[config.mk]
export PLATFORM = sky130hd
export DESIGN_NAME = timer_prescaler_period_search
export DESIGN_NICKNAME = d
export VERILOG_FILES = /design/src/rtl/core/tpps_pkg.sv /design/src/rtl/core/tpps_pick.sv /design/src/rtl/core/timer_prescaler_period_search.sv
export SDC_FILE = /design/constraint.sdc
export NUM_CORES = 2
export LEC_CHECK = 0
export ABC_AREA = 1
export BUFFER_PORTS_ARGS = -buffer_cell sky130_fd_sc_hd__buf_2
export CORE_ASPECT_RATIO = 2
export CORE_MARGIN = 4
export CORE_UTILIZATION = 50
export DETAILED_ROUTE_END_ITERATION = 8
export GPL_TIMING_DRIVEN = 0
export PLACE_DENSITY = 0.66
export SLEW_MARGIN = 20
export SYNTH_ARGS = -nofsm -noshare
export SYNTH_HDL_FRONTEND = slang
export SYNTH_SLANG_ARGS = --single-unit
export TNS_END_PERCENT = 5
[constraint.sdc]
create_clock -name clk -period 41.2 [get_ports clk]
set_input_delay 4.12 -clock clk [delete_from_list [all_inputs] [get_ports clk]]
set_output_delay 4.12 -clock clk [all_outputs]
set_load 0.02 [all_outputs]
[src/rtl/core/tpps_pkg.sv]
// tpps_pkg: shared types, constants and the prescaler shift table
// for the timer prescaler period search block. No dependencies.
package tpps_pkg;

  localparam int FRACTION_BITS = 16;
  localparam int TICKS_W       = 64;
  localparam int WHOLE_W       = TICKS_W - FRACTION_BITS;
  localparam int PERIOD_W      = 32;
  localparam int RATIO_W       = 9;
  localparam int CODE_W        = 3;
  localparam int SHIFT_W       = 4;
  localparam int LANES         = 8;
  localparam int LANES_TYPE0   = 4;
  localparam int OUT_TDATA_W   = 112;

  localparam logic [PERIOD_W-1:0] LIMIT_NARROW = 32'h0000_FFFF;
  localparam logic [PERIOD_W-1:0] LIMIT_WIDE   = 32'hFFFF_FFFF;

  // configuration register indexes
  localparam logic CFG_TIMER_TYPE = 1'b0;
  localparam logic CFG_WIDE_MODE  = 1'b1;

  typedef struct packed {
    logic                act;
    logic [CODE_W-1:0]   code;
    logic [PERIOD_W-1:0] period;
    logic [RATIO_W-1:0]  ratio;
    logic [TICKS_W-1:0]  resid;
    logic                sat;
  } cand_t;

  // shift amount (log2 of prescaler) for a lane of the given timer type
  function automatic logic [SHIFT_W-1:0] lane_shift(input logic ttype,
                                                    input logic [CODE_W-1:0] lane);
    logic [SHIFT_W-1:0] sh;
    sh = '0;
    if (ttype) begin
      case (lane)
        3'd7:    sh = 4'd8;
        default: sh = {1'b0, lane};
      endcase
    end else begin
      case (lane)
        3'd0:    sh = 4'd0;
        3'd1:    sh = 4'd3;
        3'd2:    sh = 4'd6;
        3'd3:    sh = 4'd8;
        default: sh = 4'd0;
      endcase
    end
    return sh;
  endfunction

endpackage

[src/rtl/core/tpps_pick.sv]
// tpps_pick: one node of the candidate selection tree.
// Depends on tpps_pkg for the candidate struct.
module tpps_pick (
  input  tpps_pkg::cand_t lo_i,
  input  tpps_pkg::cand_t hi_i,
  output tpps_pkg::cand_t win_o
);

  // an active upper candidate wins over an inactive lower one, else only with a strictly smaller residual
  always_comb begin
    if (hi_i.act && (!lo_i.act || (hi_i.resid < lo_i.resid))) begin
      win_o = hi_i;
    end else begin
      win_o = lo_i;
    end
  end

endmodule

[src/rtl/core/timer_prescaler_period_search.sv]
// timer_prescaler_period_search: top level, five-stage pipeline.
// Depends on tpps_pkg and tpps_pick.
//
// One item per cycle sustained while out_tready stays high. Stage 0
// registers the target, stage 1 forms the period, clamp and residual of all
// eight prescaler lanes side by side, stages 2 to 4 form a registered
// three-level selection tree (lowest residual, ties to the smaller prescaler)
// whose last level is the output register. Each stage holds while the one
// after it is full and stalled, so out_tready low backs up to in_tready.
// Configuration must only be written while the pipeline is empty.
module timer_prescaler_period_search (
  input  logic                                 clk,
  input  logic                                 rst_n,
  input  logic                                 cfg_we,
  input  logic                                 cfg_index,
  input  logic                                 cfg_data,
  input  logic                                 in_tvalid,
  output logic                                 in_tready,
  input  logic [tpps_pkg::TICKS_W-1:0]         in_tdata,   // [63:0] target_ticks
  output logic                                 out_tvalid,
  input  logic                                 out_tready,
  // [2:0] prescaler_code, [34:3] period_count, [43:35] divide_ratio,
  // [107:44] residual_ticks, [108] period_saturated, [111:109] zero
  output logic [tpps_pkg::OUT_TDATA_W-1:0]     out_tdata
);

  logic timer_type_r, wide_mode_r;

  always_ff @(posedge clk) begin
    if (!rst_n) begin
      timer_type_r <= 1'b0;
      wide_mode_r  <= 1'b0;
    end else if (cfg_we) begin
      unique case (cfg_index)
        tpps_pkg::CFG_TIMER_TYPE: timer_type_r <= cfg_data;
        tpps_pkg::CFG_WIDE_MODE:  wide_mode_r  <= cfg_data;
        default: ;
      endcase
    end
  end

  // stage valids and per-stage advance
  logic [4:0] v_r;
  logic [4:0] rdy;

  assign rdy[4] = !v_r[4] || out_tready;
  assign rdy[3] = !v_r[3] || rdy[4];
  assign rdy[2] = !v_r[2] || rdy[3];
  assign rdy[1] = !v_r[1] || rdy[2];
  assign rdy[0] = !v_r[0] || rdy[1];
  assign in_tready = rdy[0];

  logic [4:0] v_nxt;
  always_comb begin
    v_nxt = v_r;
    if (rdy[0]) v_nxt[0] = in_tvalid;
    if (rdy[1]) v_nxt[1] = v_r[0];
    if (rdy[2]) v_nxt[2] = v_r[1];
    if (rdy[3]) v_nxt[3] = v_r[2];
    if (rdy[4]) v_nxt[4] = v_r[3];
  end

  always_ff @(posedge clk) begin
    if (!rst_n) begin
      v_r <= '0;
    end else begin
      v_r <= v_nxt;
    end
  end

  // stage 0: target register
  logic [tpps_pkg::TICKS_W-1:0] ticks_r;
  always_ff @(posedge clk) begin
    if (rdy[0]) ticks_r <= in_tdata;
  end

  // stage 1: per-lane period, clamp and residual
  tpps_pkg::cand_t lane_nxt [tpps_pkg::LANES];
  tpps_pkg::cand_t lane_r   [tpps_pkg::LANES];

  logic [tpps_pkg::WHOLE_W-1:0]  whole;
  logic [tpps_pkg::PERIOD_W-1:0] limit;
  assign whole = ticks_r[tpps_pkg::TICKS_W-1:tpps_pkg::FRACTION_BITS];
  assign limit = (timer_type_r && wide_mode_r) ? tpps_pkg::LIMIT_WIDE
                                               : tpps_pkg::LIMIT_NARROW;

  always_comb begin
    logic [tpps_pkg::SHIFT_W-1:0]  sh;
    logic [tpps_pkg::WHOLE_W-1:0]  pfull;
    logic [tpps_pkg::PERIOD_W-1:0] per;
    logic                          sat;
    logic [tpps_pkg::WHOLE_W-1:0]  used;
    for (int i = 0; i < tpps_pkg::LANES; i++) begin
      sh    = tpps_pkg::lane_shift(timer_type_r, tpps_pkg::CODE_W'(i));
      pfull = whole >> sh;
      sat   = pfull > tpps_pkg::WHOLE_W'(limit);
      per   = sat ? limit : pfull[tpps_pkg::PERIOD_W-1:0];
      used  = tpps_pkg::WHOLE_W'(per) << sh;
      lane_nxt[i].act    = timer_type_r || (i < tpps_pkg::LANES_TYPE0);
      lane_nxt[i].code   = tpps_pkg::CODE_W'(i);
      lane_nxt[i].period = per;
      lane_nxt[i].ratio  = tpps_pkg::RATIO_W'(1) << sh;
      // used has no fraction bits, so the fraction passes through
      lane_nxt[i].resid  = {whole - used, ticks_r[tpps_pkg::FRACTION_BITS-1:0]};
      lane_nxt[i].sat    = sat;
    end
  end

  always_ff @(posedge clk) begin
    if (rdy[1]) lane_r <= lane_nxt;
  end

  // stages 2 to 4: selection tree
  tpps_pkg::cand_t l2_nxt [4];
  tpps_pkg::cand_t l2_r   [4];
  tpps_pkg::cand_t l3_nxt [2];
  tpps_pkg::cand_t l3_r   [2];
  tpps_pkg::cand_t l4_nxt;
  tpps_pkg::cand_t l4_r;

  for (genvar g = 0; g < 4; g++) begin : g_l2
    tpps_pick u_pick (.lo_i(lane_r[2*g]), .hi_i(lane_r[2*g+1]), .win_o(l2_nxt[g]));
  end
  for (genvar g = 0; g < 2; g++) begin : g_l3
    tpps_pick u_pick (.lo_i(l2_r[2*g]), .hi_i(l2_r[2*g+1]), .win_o(l3_nxt[g]));
  end
  tpps_pick u_pick_l4 (.lo_i(l3_r[0]), .hi_i(l3_r[1]), .win_o(l4_nxt));

  always_ff @(posedge clk) begin
    if (rdy[2]) l2_r <= l2_nxt;
    if (rdy[3]) l3_r <= l3_nxt;
    if (rdy[4]) l4_r <= l4_nxt;
  end

  assign out_tvalid = v_r[4];
  assign out_tdata  = {3'b000, l4_r.sat, l4_r.resid, l4_r.ratio, l4_r.period, l4_r.code};

endmodule

==> flow_summary.json, run 1 <==
{
  "outcome": "did not finish",
  "lastStage": "5_1_grt",
  "first-error": "[ERROR GRT-0116] Global routing finished with congestion. Check the congestion regions in the DRC Viewer.",
  "gp_congestion": 1.21,
  "synth_area_leaders": "edfxtp_1 47%, nand2_1 12%, ha_1 11%, inv_1 5.2%, nand3_1 4.0%",
  "yosys-top-cells-count": "2859 x nand2_1, 1392 x edfxtp_1, 1227 x inv_1",
  "grt_overflow": 482,
  "ctsResizeCount": 0,
  "yosysMostFrequentCell": "nand2_1",
  "initial_core_util_pct": 50.3,
  "synth_top_area_cell": "edfxtp_1",
  "dp_hpwl_um": 400000,
  "port_buffers": 180,
  "num_rows": 218,
  "ys.flop_type": "edfxtp_1",
  "grtUsageTotal_pct": 60.9,
  "cts-root-buf": "clkbuf_16",
  "cts_buffer_depth": 4,
  "grt_pass1_vias": 92500,
  "grt_pass1_wl_um": 794000,
  "synth_edf_count": 1392,
  "post-place-cells": 13000,
  "grt_max_degree": 110,
  "postCtsSetupBuffers": 0,
  "cts.sinks": 1399,
  "synth_seq_cells": 1399,
  "avgSynthCellArea_um2": 8.54,
  "cts_hold_buf": 0,
  "htree_num_levels": 4,
  "syn_area_um2": 88800,
  "synth_cell_types": 63,
  "die_h_um": 604,
  "ios": 185,
  "dieWidth_um": 306,
  "async_flop_share_pct": 0,
  "ys_seq_area_share_pct": 47.2,
  "synthesis.instances": 10400,
  "yosysTopAreaCellShare_pct": 47.1,
  "cts_buffers": 142,
  "ys.warnings.count": 0
}
-- cells by family after synthesis --
logic type      share of synthesized area [%]
compound gates                           8.55
xor+xnor                                 2.95
fa+ha+maj                                10.6
buf+inv                                  6.96
flops                                    47.2
other cells                           0.00846
simple gates                             23.7
-- routing by layer --
| layer | GRT usage [%] | GRT overflow |
|---|---|---|
| met1 | 57.6 | 3 |
| met2 | 86.9 | 269 |
| met3 | 33.5 | 6 |
| met4 | 67.3 | 204 |
| met5 | 10.6 | 0 |
-- through the flow --
step                      setup slack (ps)  util, %  instance area, um2  hold WS [ps]  TNS (ps)
after floorplan                       9230        -               88800           400         0
after global placement               -4040     52.5               92600           404  -2550220
after detailed placement             29710     53.6               94600           405         0
after CTS                            29700     56.2               99200           404         0
==> inputs of run 2 (changes only) <==
--- a/config.mk
+++ b/config.mk
@@ -7,12 +7,11 @@
 export LEC_CHECK = 0
 export ABC_AREA = 1
 export BUFFER_PORTS_ARGS = -buffer_cell sky130_fd_sc_hd__buf_2
-export CORE_ASPECT_RATIO = 2
 export CORE_MARGIN = 4
-export CORE_UTILIZATION = 50
+export CORE_UTILIZATION = 35
 export DETAILED_ROUTE_END_ITERATION = 8
 export GPL_TIMING_DRIVEN = 0
-export PLACE_DENSITY = 0.66
+export PLACE_DENSITY_LB_ADDON = 0.15
 export SLEW_MARGIN = 20
 export SYNTH_ARGS = -nofsm -noshare
 export SYNTH_HDL_FRONTEND = slang
==> run 2 against run 1 <==
  * Synthesized cell count did not move
  * Synthesized area did not move
  * The flow now finishes without violations
==> flow_summary.json, run 2 <==
{
  "outcome": "finished clean",
  "clock_latency_ps": 880,
  "synthesis.instances": 10400,
  "hold_ws_ps": 417,
  "finish.utilization_pct": 40.3,
  "cp_cell_sequence": "buf_2 -> nor2_1 -> inv_6 -> nor2_1 -> inv_8 -> buf_16 -> nor2_1 -> inv_8 -> nor2_1 -> nand2_4 -> buf_16 -> buf_2",
  "area_delta_synth_final_pct": 14.2,
  "cts_hold_buf": 0,
  "syn_area_um2": 88800,
  "first_pass_iters": 9,
  "largest_register_ffs": 668,
  "grt_overflow": 0,
  "core_area_um2": 252000,
  "ctsResizeCount": 0,
  "antenna_found_initial": 75,
  "layout_min_cycle_time_ps": 12050,
  "grt_pass1_wl_um": 609000,
  "drc_errors": 0,
  "path_class": "in -> out",
  "reg2reg_slack_ps": 31780,
  "detailed_place.area_um2": 95700,
  "wl_um": 457000,
  "finalWorstSetupSlack_ps": 29150,
  "crit_arrival_ps": 7930,
  "drive_gt1_share_pct": 6.78,
  "clk_pin_slew_ps": 60,
  "synth_edf_count": 1392,
  "drt_iter0_drc": 11100,
  "num_rows": 184,
  "postCtsSetupBuffers": 0,
  "dieArea_um2": 262000,
  "cts_buffer_depth": 3,
  "yosysTopAreaCellShare_pct": 47.1,
  "grt_max_degree": 104,
  "multi_input_comb_area_um2": 40700,
  "reg_top3": "lane_r (668), l2_r (358), l3_r (194)",
  "ios": 185,
  "yosys-top-cells-count": "2859 x nand2_1, 1392 x edfxtp_1, 1227 x inv_1",
  "worstMarginPinSlew_ps": 1310,
  "critPathSlowestCell": "nor2_1",
  "p_per_area_nw_per_um2": 46.3,
  "slew_violations": 0,
  "grt_pass1_vias": 74000,
  "final_common_cell": "nand2_1",
  "yosysMostFrequentCell": "nand2_1",
  "p_leak_nw": 46.1,
  "hold_path_class": "reg -> reg",
  "post-route-period-util_pct": 29.2,
  "path_common_cell": "nor2_1",
  "async_flop_share_pct": 0,
  "die_h_um": 512,
  "final_cell_mix": "2857 x nand2_1, 1392 x edfxtp_1, 1222 x inv_1",
  "r2r_start": "timer_type_r",
  "ys.warnings.count": 0,
  "synth_top_area_cell": "edfxtp_1",
  "cts_tree": "yes",
  "clock.fmax_mhz": 83.0,
  "clock_skew_ps": 66.2,
  "dp_slack_ps": 28970,
  "critical_path.max_stage_delay_ps": 520,
  "finalPower_mw": 4.70,
  "hold_violations": 0,
  "dieWidth_um": 512,
  "cts_buffers": 167,
  "ff2ff_path_depth": 27,
  "via_per_inst": 5.59,
  "crit_path_end": "in_tready",
  "rsz0062_at_grt": "false",
  "setup_viol": 0,
  "grtUsageTotal_pct": 33.9,
  "synth_cell_types": 63,
  "fillCellCount": 25500,
  "endpoint_kind": "output port",
  "path_max_fanout": 103,
  "irDropWorstVdd_uv": 41.4,
  "port_buffers": 180,
  "maxCapViolations": 0,
  "rr_endpoint": "lane_r[143]",
  "ys.flop_type": "edfxtp_1",
  "avgSynthCellArea_um2": 8.54,
  "nets": 11700,
  "initial_core_util_pct": 35.2,
  "tns_ps": 0,
  "routedWlPerCell_um": 31.9,
  "ys_seq_area_share_pct": 47.2,
  "worstPathRequired_ps": 37080,
  "slew_headroom_pct": 12.8,
  "synth_area_leaders": "edfxtp_1 47%, nand2_1 12%, ha_1 11%, inv_1 5.2%, nand3_1 4.0%",
  "synth_seq_cells": 1399,
  "cts.sinks": 1399,
  "final_cell_area_um2": 101000,
  "vias": 80200,
  "htree_num_levels": 4,
  "finalNonFillerCells": 14400,
  "cts-root-buf": "clkbuf_16",
  "gp_congestion": 1.07,
  "cp-start-kind": "primary input",
  "worstSetupStartpoint": "out_tready",
  "ff_latch_area_um2": 41900,
  "largest-register": "lane_r",
  "dp_hpwl_um": 379000,
  "antenna_left": 0,
  "post-place-cells": 14000
}
run 2: cell counts after synthesis:
Identical to the previous run, type by type.
run 2: kinds of logic after synthesis:
group                    after synthesis  share of synthesized area, %
AO/OA/AOI/OAI                       1374                          8.55
XOR/XNOR                             299                          2.95
buffers and inverters               1570                          6.96
adder cells (fa/ha/maj)              750                          10.6
AND/OR/NAND/NOR                     4998                          23.7
flip-flops                          1399                          47.2
other                                  2                       0.00846
run 2: critical path, delay by kind of cell:
kind | cells | cell delay [ps]
AND/OR/NAND/NOR | 5 | 1880
buffers and inverters | 7 | 1690
run 2: cell type report:
cell class,count,area share [%]
antenna,27,0.0666
buffer,310,1.45
clock buffer,195,4.23
clock inverter,114,1.34
inverter,1260,4.69
multi-input combinational,7432,40.2
sequential,1399,41.4
tap,3348,4.13
timing repair buffer,269,2.55
run 2: how the worst min path moves through the flow:
stage / start / to / slack, ps / depth (start not counted)
2_1_floorplan: lane_r[771] / l2_r[331] / 400 / 0
3_3_place_gp: lane_r[776] / l2_r[336] / 400 / 0
3_5_place_dp: lane_r[776] / l2_r[336] / 400 / 0
4_1_cts: lane_r[786] / l2_r[346] / 420 / 0
5_1_grt: lane_r[786] / l2_r[346] / 420 / 0
6_report: lane_r[776] / l2_r[336] / 420 / 0
run 2: routing by layer:
layer | routed length (um) | up-vias | track usage (%)
met5 | 195 | - | 0
met4 | 31400 | 26 | 19.2
met3 | 44700 | 848 | 7.56
met2 | 183000 | 4264 | 47.5
met1 | 198000 | 38900 | 47.9
li1 | - | 36100 | -
run 2: power by group:
| group | switching (mW) | internal, mW |
|---|---|---|
| sequential | 0.160 | 1.81 |
| combinational | 0.856 | 0.343 |
| clock | 0.651 | 0.881 |
| total | 1.67 | 3.03 |
Note: power is estimated with default switching activity, not from simulation.
